==> src/rtl/mpawm_pkg.sv <==
// shared constants and types of the mains peak average window monitor
`timescale 1ns / 1ps

package mpawm_pkg;

    // number of half-period peaks in the averaging window (2 to 64)
    localparam int AVG_DEPTH = 8;

    localparam int SAMPLE_W = 8;
    localparam int THRESH_W = 11;
    localparam int POS_W    = $clog2(AVG_DEPTH);

    // exact window sum, never narrower than the reported field
    localparam int SUM_EXACT_W = $clog2(AVG_DEPTH * 255 + 1);
    localparam int SUM_W       = (SUM_EXACT_W > THRESH_W) ? SUM_EXACT_W : THRESH_W;

    localparam int CFG_IDX_W  = 2;
    localparam int CFG_DATA_W = THRESH_W;

    typedef logic [SAMPLE_W-1:0]   t_sample;
    typedef logic [THRESH_W-1:0]   t_thresh;
    typedef logic [SUM_W-1:0]      t_sum;
    typedef logic [POS_W-1:0]      t_pos;
    typedef logic [CFG_IDX_W-1:0]  t_cfg_idx;
    typedef logic [CFG_DATA_W-1:0] t_cfg_data;

    localparam t_cfg_idx CFG_ZERO_LEVEL      = 2'd0;
    localparam t_cfg_idx CFG_UPPER_THRESHOLD = 2'd1;
    localparam t_cfg_idx CFG_LOWER_THRESHOLD = 2'd2;

    localparam t_sample ZERO_LEVEL_RST      = 8'd128;
    localparam t_thresh UPPER_THRESHOLD_RST = 11'd1800;
    localparam t_thresh LOWER_THRESHOLD_RST = 11'd1400;

    localparam t_thresh PEAK_SUM_MAX = 11'h7FF;

endpackage

==> src/rtl/mpawm_ram.sv <==
// generic single-write, single-read ram with registered read data
`timescale 1ns / 1ps

module mpawm_ram #(
    parameter int WIDTH = 8,
    parameter int DEPTH = 8
) (
    input  logic                     i_clk,
    input  logic                     i_wr_en,
    input  logic [$clog2(DEPTH)-1:0] i_wr_addr,
    input  logic [WIDTH-1:0]         i_wr_data,
    input  logic [$clog2(DEPTH)-1:0] i_rd_addr,
    output logic [WIDTH-1:0]         o_rd_data
);

    logic [WIDTH-1:0] r_mem [DEPTH];
    logic [WIDTH-1:0] r_rd_data;

    always_ff @(posedge i_clk) begin
        if (i_wr_en) begin
            r_mem[i_wr_addr] <= i_wr_data;
        end
        r_rd_data <= r_mem[i_rd_addr];
    end

    assign o_rd_data = r_rd_data;

endmodule

==> src/rtl/mains_peak_average_window_monitor.sv <==
// top level of the mains peak average window monitor
//
// usage:
//   input channel (i_valid / o_stall) carries one 8-bit adc sample per word.
//   while samples stay above the zero level the positive-half peak is tracked.
//   the first sample at or below the zero level closes the half period: the
//   peak goes into a ring of the last AVG_DEPTH peaks, the window sum is
//   updated and one result word (over, under, ok, peak_sum) is produced.
//   other samples produce no word.
//   output channel (o_valid / i_stall) presents the result from an output
//   register in the cycle after the closing sample is taken.
//   throughput is one sample per cycle while o_stall is low: the ring lives in a
//   ram whose read address always points at the next slot to overwrite, so the
//   old peak is already read out when the closing sample arrives.
//   o_stall rises only while a result is held and the receiver stalls; the
//   held word stays unchanged until taken.
//   config writes (i_cfg_valid / o_cfg_ready) are always taken; index 3 is
//   ignored.
//   reset clears peak, arm flag, ring position, sum and per-slot valid bits,
//   so unwritten ring slots read as zero; no clearing pass is needed.
`timescale 1ns / 1ps

module mains_peak_average_window_monitor (
    input  logic                 i_clk,
    input  logic                 i_rst_n,
    input  logic                 i_valid,
    output logic                 o_stall,
    input  mpawm_pkg::t_sample   i_sample,
    output logic                 o_valid,
    input  logic                 i_stall,
    output logic                 o_over_voltage,
    output logic                 o_under_voltage,
    output logic                 o_supply_ok,
    output mpawm_pkg::t_thresh   o_peak_sum,
    input  logic                 i_cfg_valid,
    output logic                 o_cfg_ready,
    input  mpawm_pkg::t_cfg_idx  i_cfg_index,
    input  mpawm_pkg::t_cfg_data i_cfg_data
);

    import mpawm_pkg::*;

    t_sample              r_zero_level;
    t_thresh              r_upper;
    t_thresh              r_lower;

    t_sample              r_peak;
    logic                 r_armed;
    t_pos                 r_pos;
    t_sum                 r_sum;
    logic [AVG_DEPTH-1:0] r_ring_vld;

    logic                 r_out_vld;
    logic                 r_ov;
    logic                 r_uv;
    logic                 r_ok;
    t_thresh              r_peak_sum;

    t_sample              w_rd_data;
    t_sample              w_old_peak;
    logic                 w_accept;
    logic                 w_high;
    logic                 w_fire;
    t_sum                 n_sum;
    t_pos                 n_pos;
    logic                 n_ov;
    logic                 n_uv;
    t_thresh              n_peak_sum;

    // ring of peaks, read address runs ahead at the slot to replace
    mpawm_ram #(
        .WIDTH (SAMPLE_W),
        .DEPTH (AVG_DEPTH)
    ) u_ring (
        .i_clk     (i_clk),
        .i_wr_en   (w_fire),
        .i_wr_addr (r_pos),
        .i_wr_data (r_peak),
        .i_rd_addr (r_pos),
        .o_rd_data (w_rd_data)
    );

    assign o_stall     = r_out_vld && i_stall;
    assign o_cfg_ready = 1'b1;

    assign w_accept = i_valid && !o_stall;
    assign w_high   = i_sample > r_zero_level;
    assign w_fire   = w_accept && !w_high && !r_armed;

    // a boundary never follows a boundary directly, so read data is current
    assign w_old_peak = r_ring_vld[r_pos] ? w_rd_data : '0;

    always_comb begin
        n_sum = r_sum - t_sum'(w_old_peak) + t_sum'(r_peak);
        n_pos = (r_pos == t_pos'(AVG_DEPTH - 1)) ? '0 : r_pos + t_pos'(1);
        n_ov  = n_sum > t_sum'(r_upper);
        n_uv  = n_sum < t_sum'(r_lower);
        if (n_sum > t_sum'(PEAK_SUM_MAX)) begin
            n_peak_sum = PEAK_SUM_MAX;
        end else begin
            n_peak_sum = n_sum[THRESH_W-1:0];
        end
    end

    always_ff @(posedge i_clk) begin
        if (!i_rst_n) begin
            r_zero_level <= ZERO_LEVEL_RST;
            r_upper      <= UPPER_THRESHOLD_RST;
            r_lower      <= LOWER_THRESHOLD_RST;
        end else if (i_cfg_valid && o_cfg_ready) begin
            unique case (i_cfg_index)
                CFG_ZERO_LEVEL:      r_zero_level <= i_cfg_data[SAMPLE_W-1:0];
                CFG_UPPER_THRESHOLD: r_upper      <= i_cfg_data;
                CFG_LOWER_THRESHOLD: r_lower      <= i_cfg_data;
                default: ;
            endcase
        end
    end

    always_ff @(posedge i_clk) begin
        if (!i_rst_n) begin
            r_peak     <= '0;
            r_armed    <= 1'b0;
            r_pos      <= '0;
            r_sum      <= '0;
            r_ring_vld <= '0;
        end else if (w_accept) begin
            if (w_high) begin
                if (i_sample > r_peak) begin
                    r_peak <= i_sample;
                end
                r_armed <= 1'b0;
            end else if (!r_armed) begin
                r_armed           <= 1'b1;
                r_peak            <= '0;
                r_sum             <= n_sum;
                r_pos             <= n_pos;
                r_ring_vld[r_pos] <= 1'b1;
            end
        end
    end

    always_ff @(posedge i_clk) begin
        if (!i_rst_n) begin
            r_out_vld <= 1'b0;
        end else if (w_fire) begin
            r_out_vld <= 1'b1;
        end else if (!i_stall) begin
            r_out_vld <= 1'b0;
        end
    end

    always_ff @(posedge i_clk) begin
        if (w_fire) begin
            r_ov       <= n_ov;
            r_uv       <= n_uv;
            r_ok       <= !(n_ov || n_uv);
            r_peak_sum <= n_peak_sum;
        end
    end

    assign o_valid         = r_out_vld;
    assign o_over_voltage  = r_ov;
    assign o_under_voltage = r_uv;
    assign o_supply_ok     = r_ok;
    assign o_peak_sum      = r_peak_sum;

endmodule

==> config.mk <==
export PLATFORM = sky130hd
export DESIGN_NAME = mains_peak_average_window_monitor
export DESIGN_NICKNAME = d
export VERILOG_FILES = /design/src/rtl/mpawm_pkg.sv /design/src/rtl/mpawm_ram.sv /design/src/rtl/mains_peak_average_window_monitor.sv
export SDC_FILE = /design/constraint.sdc
export NUM_CORES = 1
export LEC_CHECK = 0
export BUFFER_PORTS_ARGS = -buffer_cell sky130_fd_sc_hd__buf_2
export CORE_ASPECT_RATIO = 0.7
export CORE_MARGIN = 3
export CORE_UTILIZATION = 40
export CTS_BUF_LIST = sky130_fd_sc_hd__clkbuf_8
export DETAILED_ROUTE_END_ITERATION = 12
export PLACE_DENSITY = 0.64
export REMOVE_ABC_BUFFERS = 1
export SLEW_MARGIN = 25
export SYNTH_ARGS = -nofsm -noshare
export SYNTH_HDL_FRONTEND = slang
export SYNTH_HIERARCHICAL = 1
export SYNTH_SLANG_ARGS = --single-unit
==> constraint.sdc <==
create_clock -name i_clk -period 8.9 [get_ports i_clk]
set_input_delay 1.78 -clock i_clk [delete_from_list [all_inputs] [get_ports i_clk]]
set_output_delay 1.78 -clock i_clk [all_outputs]
set_load 0.05 [all_outputs]
### Word-level counts from Yosys, hierarchy flattened

Memories as Yosys holds them, arrays and structs flattened. A register that Yosys moved wholly into a read port is not among the register bits.
Cells that the tools add are included.

| storage, ports and cells | value |
|---|---|
| logic and storage cells | 63 |
| output and inout bits | 17 |
| memories | 1 |
| register bits | 76 |
| memory bits (writable) | 64 |
| input port bits | 26 |

| operators by class | value |
|---|---|
| add/sub/neg operators | 3 |
| equality and inequality tests | 6 |
| muxes and demuxes | 14 |
| magnitude comparators | 7 |
| bitwise gates (word level) | 3 |
| reduce and logical (&&, ||, !) cells | 16 |

Memory list:

| name | words | bits a word | read ports | clocked after memory_dff | wr ports | line | RTL |
|---|---|---|---|---|---|---|---|
| u_ring.r_mem | 8 | 8 | 1 | 1 | 1 | mpawm_ram.sv:16 | `logic [WIDTH-1:0] r_mem [DEPTH];` |

Operators with widths:

| cell | number |
|---|---|
| $mux W8 | 4 |
| $gt A8 B8 Y1 | 2 |
| $add A11 B8 Y11 | 1 |
| $gt A11 B11 Y1 | 1 |
| $gt A11 B11 Y1 const B | 1 |
| $lt A11 B11 Y1 | 1 |
| $sub A11 B8 Y11 | 1 |
| $or A8 B8 Y8 | 1 |
| $mux W1 | 7 |
| $ne A2 B1 Y1 const B | 3 |
| $reduce_and A2 Y1 | 3 |
| $reduce_and A3 Y1 | 2 |
| $logic_and A1 B1 Y1 | 5 |
| $logic_not A1 Y1 | 4 |
| $lt A3 B4 Y1 const B | 1 |
| $add A3 B1 Y3 const B | 1 |
| $bmux W1 S3 | 1 |
| $demux W1 S3 | 1 |
| $eq A3 B3 Y1 const B | 1 |
| $ge A3 B1 Y1 const B | 1 |
| $mux W3 | 1 |
| $eq A2 B1 Y1 const B | 1 |
| $eq A2 B2 Y1 const B | 1 |
| $logic_not A2 Y1 | 1 |
| other kinds (2) | 3 |

### Longest topological paths before layout

Gate-level depths: netlist of the first run.

| logic depth | value |
|---|---|
| word-level depth | 8 |
| depth in mapped cells | 20 |
| depth with buffers taken out | 19 |

### Modules after synthesis

Netlist of the first run, hierarchy kept.

Modules (own cells, without submodules):

| module | cells each | area each (µm²) | instances | seq. area each (µm²) |
|---|---|---|---|---|
| mains_peak_average_window_monitor | 510 | 4,574.4 | 1 | 1,661.6 |
| mpawm_ram | 114 | 2,691.3 | 1 | 2,082.0 |

### Worst setup path after synthesis of the first run

OpenSTA, ideal clock, no wires.

| path | value |
|---|---|
| path type | flip-flop to flip-flop |
| from | reg r_pos[0] |
| to | reg r_ok, in the netlist o_supply_ok (data pin) |
| data required time | 8,642 ps |
| cell stages (with the launch flop) | 16 |
| period minus slack after synthesis | 4,723 ps |
| library setup time | 258 ps |
| path buffers | 0 |
| slack | 4,177 ps |
| arrival | 4,465 ps |
| cells stage by stage | dfxtp_1 -> mux4_2 -> mux2i_1 -> nor2b_1 -> fa_1 -> inv_1 -> fa_1 -> a21oi_1 -> o21ai_1 -> a31o_2 -> a21oi_1 -> xnor2_1 -> ha_1 -> a2111oi_0 -> o21ai_0 -> o221a_1 |

| on the way | value |
|---|---|
| cells in the longest elaborated chain, start to end | 8 |
| elaborated cells on any way between the ends | 9 |
| those cells by class | add/sub (2); order compare (2); mux (3); reduce/logical (2) |

RTL lines:

| what | line | RTL |
|---|---|---|
| start: declaration | mains_peak_average_window_monitor.sv:49 | `t_pos r_pos;` |
| start signal: assignment | mains_peak_average_window_monitor.sv:137 | `r_pos <= n_pos;` |
| $bmux W1 S3 (*) | mains_peak_average_window_monitor.sv:91 | `assign w_old_peak = r_ring_vld[r_pos] ? w_rd_data : '0;` |
| $mux W1 (implied by the code) (*) | mains_peak_average_window_monitor.sv:91 |  |
| $mux W8 (*) | mains_peak_average_window_monitor.sv:91 |  |
| $sub A11 B8 Y11 (*) | mains_peak_average_window_monitor.sv:94 | `n_sum = r_sum - t_sum'(w_old_peak) + t_sum'(r_peak);` |
| $add A11 B8 Y11 (*) | mains_peak_average_window_monitor.sv:94 |  |
| net n_sum[8] | mains_peak_average_window_monitor.sv:64 | `t_sum n_sum;` |
| $gt A11 B11 Y1 / $lt A11 B11 Y1 (equally long branches) | mains_peak_average_window_monitor.sv:96, mains_peak_average_window_monitor.sv:97 |  |
| $logic_or A1 B1 Y1 (*) | mains_peak_average_window_monitor.sv:157 | `r_ok <= !(n_ov \|\| n_uv);` |
| $logic_not A1 Y1 (*) | mains_peak_average_window_monitor.sv:157 |  |
| end signal: assignment | mains_peak_average_window_monitor.sv:157 |  |
| end: declaration | mains_peak_average_window_monitor.sv:56 | `logic r_ok;` |

The timed path passes the listed nets; every way through them passes the cells marked *. The select of a mux whose other input is x is not followed.
A chain may end at the register's enable or synchronous reset.

### Worst setup path in the final report of the first run

Ends and elaborated chain as after synthesis.

==> impl_results.md, run 1 <==
- Worst Clk Skew: 0.01458 ns
- CP Class: reg2reg
- CP startpoint kind: flop
- Max Fclk: 183.2 MHz
- Crit path arrival time: slightly below 6 ns
- Port bufs: 41
- Initial Util: 41.60%
- Share of the synthesized area in the top cell type: between 30% and 40%
- EDFF count, synth: 78
- Hold_buf cts: 0
- CTS Buf Count: 17
- Clock latency on the worst-skew pair: about 0.46 ns
- Largest family of logic cells by synthesized area: adder cells
- First drt pass iteration count: 7
- Nets: ~740
- Die ar.: between 15000 and 20000 µm²
- Core footprint: between 15000 and 20000 µm²
- CP top delay family: compound AO/OA/AOI/OAI gates
- Worst-path clk slew: 0.08 ns
- GPL Wtd Cong: between 0.8 and 0.9
- Post-Syn Area: slightly above 7000 µm²
- Avg Cell Area, Syn: 11.64 µm²
- Worst slew pin tran: 0.9679 ns
- Layout cells sized above 1: 15.75%
- Total GRT Usage: 16.46%
- Number of I/O pins: 43
- Wire per inst: 17.25 µm
- Setup_tns: 0 ns
- Post-CTS Resized: 0
- Number of remaining DRC errors: 0
- Outcome: completed
- Ant diodes: 0
- Setup bufs post-CTS: 0
- Yosys cell types: between 60 and 70
- Post-synthesis mux area share: 9.523%
- Fin crit share: 61.34%
- Worst IR Drop VDD: 0.1948 mV
- Worst setup margin: 3.441 ns
- CTS H-tree lvls: 4
- Total gr overflow: 0
- Final setup fails: 0
- Post-Synthesis Cells: 624
- TritonCTS clock tree: done
- Fraction of registers with async set or reset after synthesis: 0%
- Critical path required time: 9.23 ns
- Yosys warnings: 6
- Max-cap violation count: 0
- Critical path cell sequence: buf_4, mux4_2, mux2i_1, nor2b_1, fa_1, inv_1, ha_1, a21oi_1, o21ai_1, a2111o_1, o221a_2, xnor2_2, ha_1, a2111o_1, o21ai_0, o221a_1
- Xor and xnor area share after synthesis: about 2.2%
- DIE WIDTH: between 150 and 200 µm
- CP Buf/Inv Count: 2
- Setup slack at placement: 3.447 ns
- Final Max Tran Viols: 0
- Area Growth Syn to Fin: 11.57%
- Total Wirelength: 15590 µm
- Pin count of the biggest net entering global routing: 40
- Reg-to-reg slack, setup: ~3.4 ns
- Post-DP HPWL: 11480 µm
- CTS Buffer Depth: 2
- DR iter-0 viols: 378
- Worst relative slew slack: 35.23%
- Dpl cell area: 7655 µm²
- CP max-delay cell: mux4_2
- Seq cells post-synth: 148
- Synth top area cells: edfxtp_1 32%, dfxtp_1 19%, ha_1 8.6%, mux4_1 5.4%, inv_1 3.5%
- Final ANT Viol Nets: 0
- Initial antenna violation count: 0
- Final Hold Viols: 0
- Adder-cell share of the synthesized area: approximately 11%
- Via density per instance: 5.254
- Crit-path max FO: 34
- First-pass GRT wire length: 25210 µm
- Final instance area: roughly 8100 µm²
- Seq/Total Area, Yosys: 51.52%
- Pwr Density: 335.7 nW/µm²
- Clock Sinks: 148
- Slowest stage delay, CP: 0.56 ns
- Synth area leader: edfxtp_1
- Site row count: 40
- Number of global-route vias before repair: 4717
- Pleak: approximately 3.2 nW
- Simple-gate share of the synthesized area: 10.18%
- Via count: 4750
- Die H: between 100 and 150 µm
- Clk Tree Root Cell: clkbuf_8
- Tightest Hold Check Type: reg2reg
- Synth Flop Type: edfxtp_1
- Synth Area in Compound Gates: 10.07%
- Crit path time final: 5.459 ns
- RSZ-0062 raised after global routing: no
- Critical Path Sink Type: flop
-- cells in the final DEF, fill, tap and decap left out, types with 11 or more instances in the layout --
| cell | n |
|---|---|
| nor2b_1 | 12 |
| buf_2 | 41 |
| edfxtp_1 | 78 |
| nor2_1 | 46 |
| nand2_1 | 60 |
| inv_1 | 68 |
| dfxtp_1 | 70 |
| o2bb2ai_1 | 11 |
| clkbuf_8 | 17 |
| xnor2_1 | 11 |
| a21oi_1 | 36 |
| mux2i_1 | 14 |
| mux4_1 | 15 |
| o211ai_1 | 15 |
| ha_1 | 50 |
-- final cells by class --
type                            instances  area [µm²]
Clock buffer                           17       234.0
Clock inverter                         15       217.7
Fill cell                            1575        9360
Inverter                               68       255.2
Multi-Input combinational cell        377        3109
Sequential cell                       148        3744
Tap cell                              231       289.0
Timing Repair Buffer                   48       257.7
-- cells by family (layout without fill, tap and decap cells) --
kind of cell	after synthesis	after routing
AND/OR/NAND/NOR	157	157
flip-flops	148	148
AO/OA/AOI/OAI	104	104
buffers and inverters	99	148
adder cells (fa/ha/maj)	58	58
multiplexers	40	40
XOR/XNOR	17	17
other	1	1
-- path summary, 6_finish.rpt --
path,startpoint,to,cells after the start
max reg2reg,r_pos[0],o_supply_ok,16
min,r_lower[1],r_lower[1],2
max,r_pos[0],o_supply_ok,16
min reg2reg,r_lower[1],r_lower[1],2
-- per-stage QoR --
stage | std cells | hold WS [ns] | utilization, % | total power, mW
5_1_grt | 904 | 0.4788 | 46.41 | 2.917
2_1_floorplan | 593 | 0.4315 | - | 1.826
4_1_cts | 904 | 0.4592 | 46.41 | 2.727
3_3_place_gp | 872 | 0.4469 | 43.83 | 2.078
6_report | 904 | 0.4594 | 46.41 | 2.721
3_5_place_dp | 872 | 0.4477 | 43.83 | 2.135
-- worst register-to-register path, stage by stage (launching register included) --
cell	delay (ns)
dfxtp_1	0.31
buf_4	0.39
mux4_2	0.56
mux2i_1	0.53
nor2b_1	0.14
fa_1	0.50
inv_1	0.04
ha_1	0.37
a21oi_1	0.26
o21ai_1	0.17
a2111o_1	0.44
o221a_2	0.16
xnor2_2	0.24
ha_1	0.32
a2111o_1	0.41
o21ai_0	0.25
o221a_1	0.23
-- metal layers --
| layer | vias to the layer above | routed length, µm | track usage [%] | share of wire (%) |
|---|---|---|---|---|
| met5 | - | 0 | 0 | 0 |
| met4 | 0 | 142 | 4.791 | 0.91 |
| met3 | 13 | 899 | 4.380 | 5.8 |
| met2 | 126 | 6822 | 24.16 | 44 |
| met1 | 2316 | 7726 | 23.93 | 50 |
| li1 | 2295 | - | - | - |
-- where the power goes --
group / internal, mW / switching (mW)
clock: 0.314 / 0.273
combinational: 0.518 / 0.762
sequential: 0.827 / 0.0271
-- registers in the layout (all words and copies together), names as in the netlist --
| register | flops |
|---|---|
| u_ring/r_mem | 64 |
| o_peak_sum | 11 |
| r_lower | 11 |
| r_sum | 11 |
| r_upper | 11 |
| r_peak | 8 |
| r_ring_vld | 8 |
| r_zero_level | 8 |
| u_ring/o_rd_data | 8 |
| r_pos | 3 |
| o_over_voltage | 1 |
| o_supply_ok | 1 |
| o_under_voltage | 1 |
| o_valid | 1 |
| r_armed | 1 |
-- cell usage after synthesis (all sizes together) (3+ instances only) --
cell / n
edfxtp: 78
dfxtp: 70
inv: 68
nand2: 60
ha: 50
nor2: 47
a21oi: 37
clkbuf: 23
mux4: 18
o211ai: 15
mux2i: 14
nor2b: 12
xnor2: 12
o2bb2ai: 11
nor3: 9
buf: 8
fa: 8
mux2: 8
o21ai: 7
nand3: 6
a21o: 5
a31oi: 5
nand2b: 5
nand4: 5
xor2: 5
a211oi: 4
a41oi: 4
nor3b: 4
o21a: 4
or2: 3
(Power assumes the default switching activity.)
==> inputs of run 2 (changes only) <==
Clock period 8.9 ns to 5.16 ns, I/O delays scaled along.
==> run 2 against run 1 <==
- via count grew 0.74%
- die area unchanged
- count of clock-buffer cells in the layout stayed put
==> impl_results.md, run 2 (synthesis results as in run 1) <==
- Max-cap violation count: 0 (unchanged)
- Flip-flop count of the largest register after layout: 64 (unchanged)
- Clock latency on the worst-skew pair: 0.44 ns (was 0.46 ns)
- Total GRT Usage: 16.07% (was 16.46%)
- Worst-path clk slew: 0.08 ns (about the same)
- Post-DP HPWL: 11220 µm (was 11480 µm)
- Placed cells: 875 (was 872)
- Pleak: 3.138 nW (was 3.162 nW)
- Setup_tns: 0 ns (unchanged)
- Tightest Hold Check Type: reg2reg (unchanged)
- Critical Path Sink Type: flop (unchanged)
- Crit path time final: 4.855 ns (was 5.459 ns)
- Slowest stage delay, CP: 0.53 ns (was 0.56 ns)
- Core footprint: 17470 µm² (unchanged)
- Ant diodes: 0 (unchanged)
- Layout cells sized above 1: 15.83% (was 15.75%)
- Crit-path max FO: 7 (was 34)
- CTS H-tree lvls: 4 (unchanged)
- CP startpoint kind: flop (unchanged)
- Number of I/O pins: 43 (unchanged)
- Final ANT Viol Nets: 0 (unchanged)
- Nets: 747 (was 744)
- Worst Hold Slack: 0.4640 ns (was 0.4594 ns)
- Final Max Tran Viols: 0 (unchanged)
- Outcome: completed (unchanged)
- Pin count of the biggest net entering global routing: 41 (was 40)
- Clk Tree Root Cell: clkbuf_8 (unchanged)
- RSZ-0062 raised after global routing: no (unchanged)
- GPL Wtd Cong: 0.8487 (was 0.8745)
- Die H: 118.8 µm (unchanged)
- Worst relative slew slack: 30.93% (was 35.23%)
- Via count: 4785 (was 4750)
- Site row count: 40 (unchanged)
- Min-delay src: r_lower[9] (was r_lower[1])
- Final Non-Filler Cells: 907 (was 904)
- Clock Sinks: 148 (unchanged)
- Port bufs: 41 (unchanged)
- GR Util met1: 23.14% (was 23.93%)
- First drt pass iteration count: 5 (was 7)
- CTS Buffer Depth: 2 (unchanged)
- TritonCTS clock tree: done (unchanged)
- Worst Clk Skew: 0.01312 ns (was 0.01458 ns)
- Crit. Startpoint: r_pos[0] (unchanged)
- Met3 Use GR: 4.614% (was 4.380%)
- CP Buf/Inv Count: 2 (unchanged)
- Number of remaining DRC errors: 0 (unchanged)
- Fillers: 1576 (was 1575)
- Pwr Density: 558.4 nW/µm² (was 335.7 nW/µm²)
- Total Wirelength: 15540 µm (was 15590 µm)
- Via density per instance: 5.276 (was 5.254)
- Die ar.: 19840 µm² (unchanged)
- Most frequent cells in the layout: 78 x edfxtp_1, 70 x inv_1, 70 x dfxtp_1, 60 x nand2_1, 50 x ha_1 (was 78 x edfxtp_1, 70 x dfxtp_1, 68 x inv_1, 60 x nand2_1, 50 x ha_1)
- Total gr overflow: 0 (unchanged)
- Final setup fails: 0 (unchanged)
- Wire per inst: 17.13 µm (was 17.25 µm)
- Reg-to-reg slack, setup: 0.31 ns (was 3.44 ns)
- Number of global-route vias before repair: 4661 (was 4717)
- First-pass GRT wire length: 24760 µm (was 25210 µm)
- DIE WIDTH: 167.1 µm (unchanged)
- Crit path arrival time: 5.05 ns (was 5.79 ns)
- Max Fclk: 206.0 MHz (was 183.2 MHz)
- Worst slew pin tran: 1.032 ns (was 0.9679 ns)
- Final Hold Viols: 0 (unchanged)
- Leading cell type in the layout, fill and taps excluded: edfxtp_1 (unchanged)
- Critical path required time: 5.36 ns (was 9.23 ns)
- Initial Util: 41.60% (unchanged)
- CP Class: reg2reg (unchanged)
- Worst R2R Start: r_pos[0] (unchanged)
- DR iter-0 viols: 291 (was 378)
- Worst IR Drop VDD: 0.3004 mV (was 0.1948 mV)
- Biggest register: u_ring/r_mem (unchanged)
- CP max-delay cell: mux4_2 (unchanged)
- CTS Buf Count: 17 (unchanged)
- Area Growth Syn to Fin: 10.57% (was 11.57%)
- Setup bufs post-CTS: 0 (unchanged)
- Fin crit share: 94.09% (was 61.34%)
- CP top delay family: compound AO/OA/AOI/OAI gates (unchanged)
- Grt met2 use: 23.83% (was 24.16%)
- Initial antenna violation count: 0 (unchanged)
- Critical path cell sequence: mux4_2, mux2i_1, buf_4, nor2b_1, fa_1, inv_1, ha_1, a21oi_1, o21ai_1, a31o_2, a21oi_1, xnor2_1, ha_1, a2111oi_0, o21ai_0, o221a_1 (was buf_4, mux4_2, mux2i_1, nor2b_1, fa_1, inv_1, ha_1, a21oi_1, o21ai_1, a2111o_1, o221a_2, xnor2_2, ha_1, a2111o_1, o21ai_0, o221a_1)
- Top Usage Layer GRT: met2 (unchanged)
==> run 2: cell types whose count changed in the layout (fill, tap and decap cells not counted), sizes merged <==
cell	delta
bufinv	-3
clkinv	+6
inv	-4
buf	+3
clkinvlp	+1
==> run 2: final timing paths <==
path,depth (start not counted),endpoint
setup / recovery,16,o_supply_ok
hold reg to reg,2,r_lower[9]
hold / removal,2,r_lower[9]
setup reg to reg,16,o_supply_ok
==> run 2: metrics by stage <==
step           area, µm²  total power [mW]  util, %  setup WS, ns
4_1_cts             8031             4.489    45.98        0.2468
6_report            8034             4.486    46.00        0.3050
5_1_grt             8034             4.809    46.00       0.01456
3_3_place_gp        7677             3.582    43.95        0.4517
2_1_floorplan       7108             3.149        -       -0.1609
3_5_place_dp        7677             3.650    43.95        0.2872
==> run 2: power breakdown <==
| group | switching (mW) | internal, mW | total, mW |
|---|---|---|---|
| clock network | 0.438 | 0.375 | 0.814 |
| logic | 1.31 | 0.888 | 2.20 |
| registers | 0.0468 | 1.43 | 1.47 |
| total | 1.80 | 2.69 | 4.49 |
==> run 2: what timing repair did <==
action | 4_1_cts | 5_1_grt
resized for setup | 0 | 1
endpoints found under the setup margin | 0 | 2
hold buffers | 0 | 0
==> run 2: per-layer routing <==
layer / vias up / part of all wire [%]
met5: - / 0
met4: 0 / 1.2
met3: 12 / 6.1
met2: 139 / 43
met1: 2340 / 50
li1: 2294 / -
==> run 2: area by class of cell <==
type | instances | area [µm²] | share of cell area [%]
flip-flops and latches | 148 | 3744 | 46.60
well taps | 231 | 289.0 | 3.598
clock inverters | 15 | 120.1 | 1.495
multi-input cells | 377 | 3112 | 38.73
repair buffers | 51 | 280.3 | 3.489
inverters | 68 | 255.2 | 3.177
clock buffers | 17 | 234.0 | 2.912
==> run 2: worst min-delay path: stages, from the launching register on <==
cell and delay, ns:
dfxtp_1 0.32, nand2_1 0.05, a21oi_1 0.05
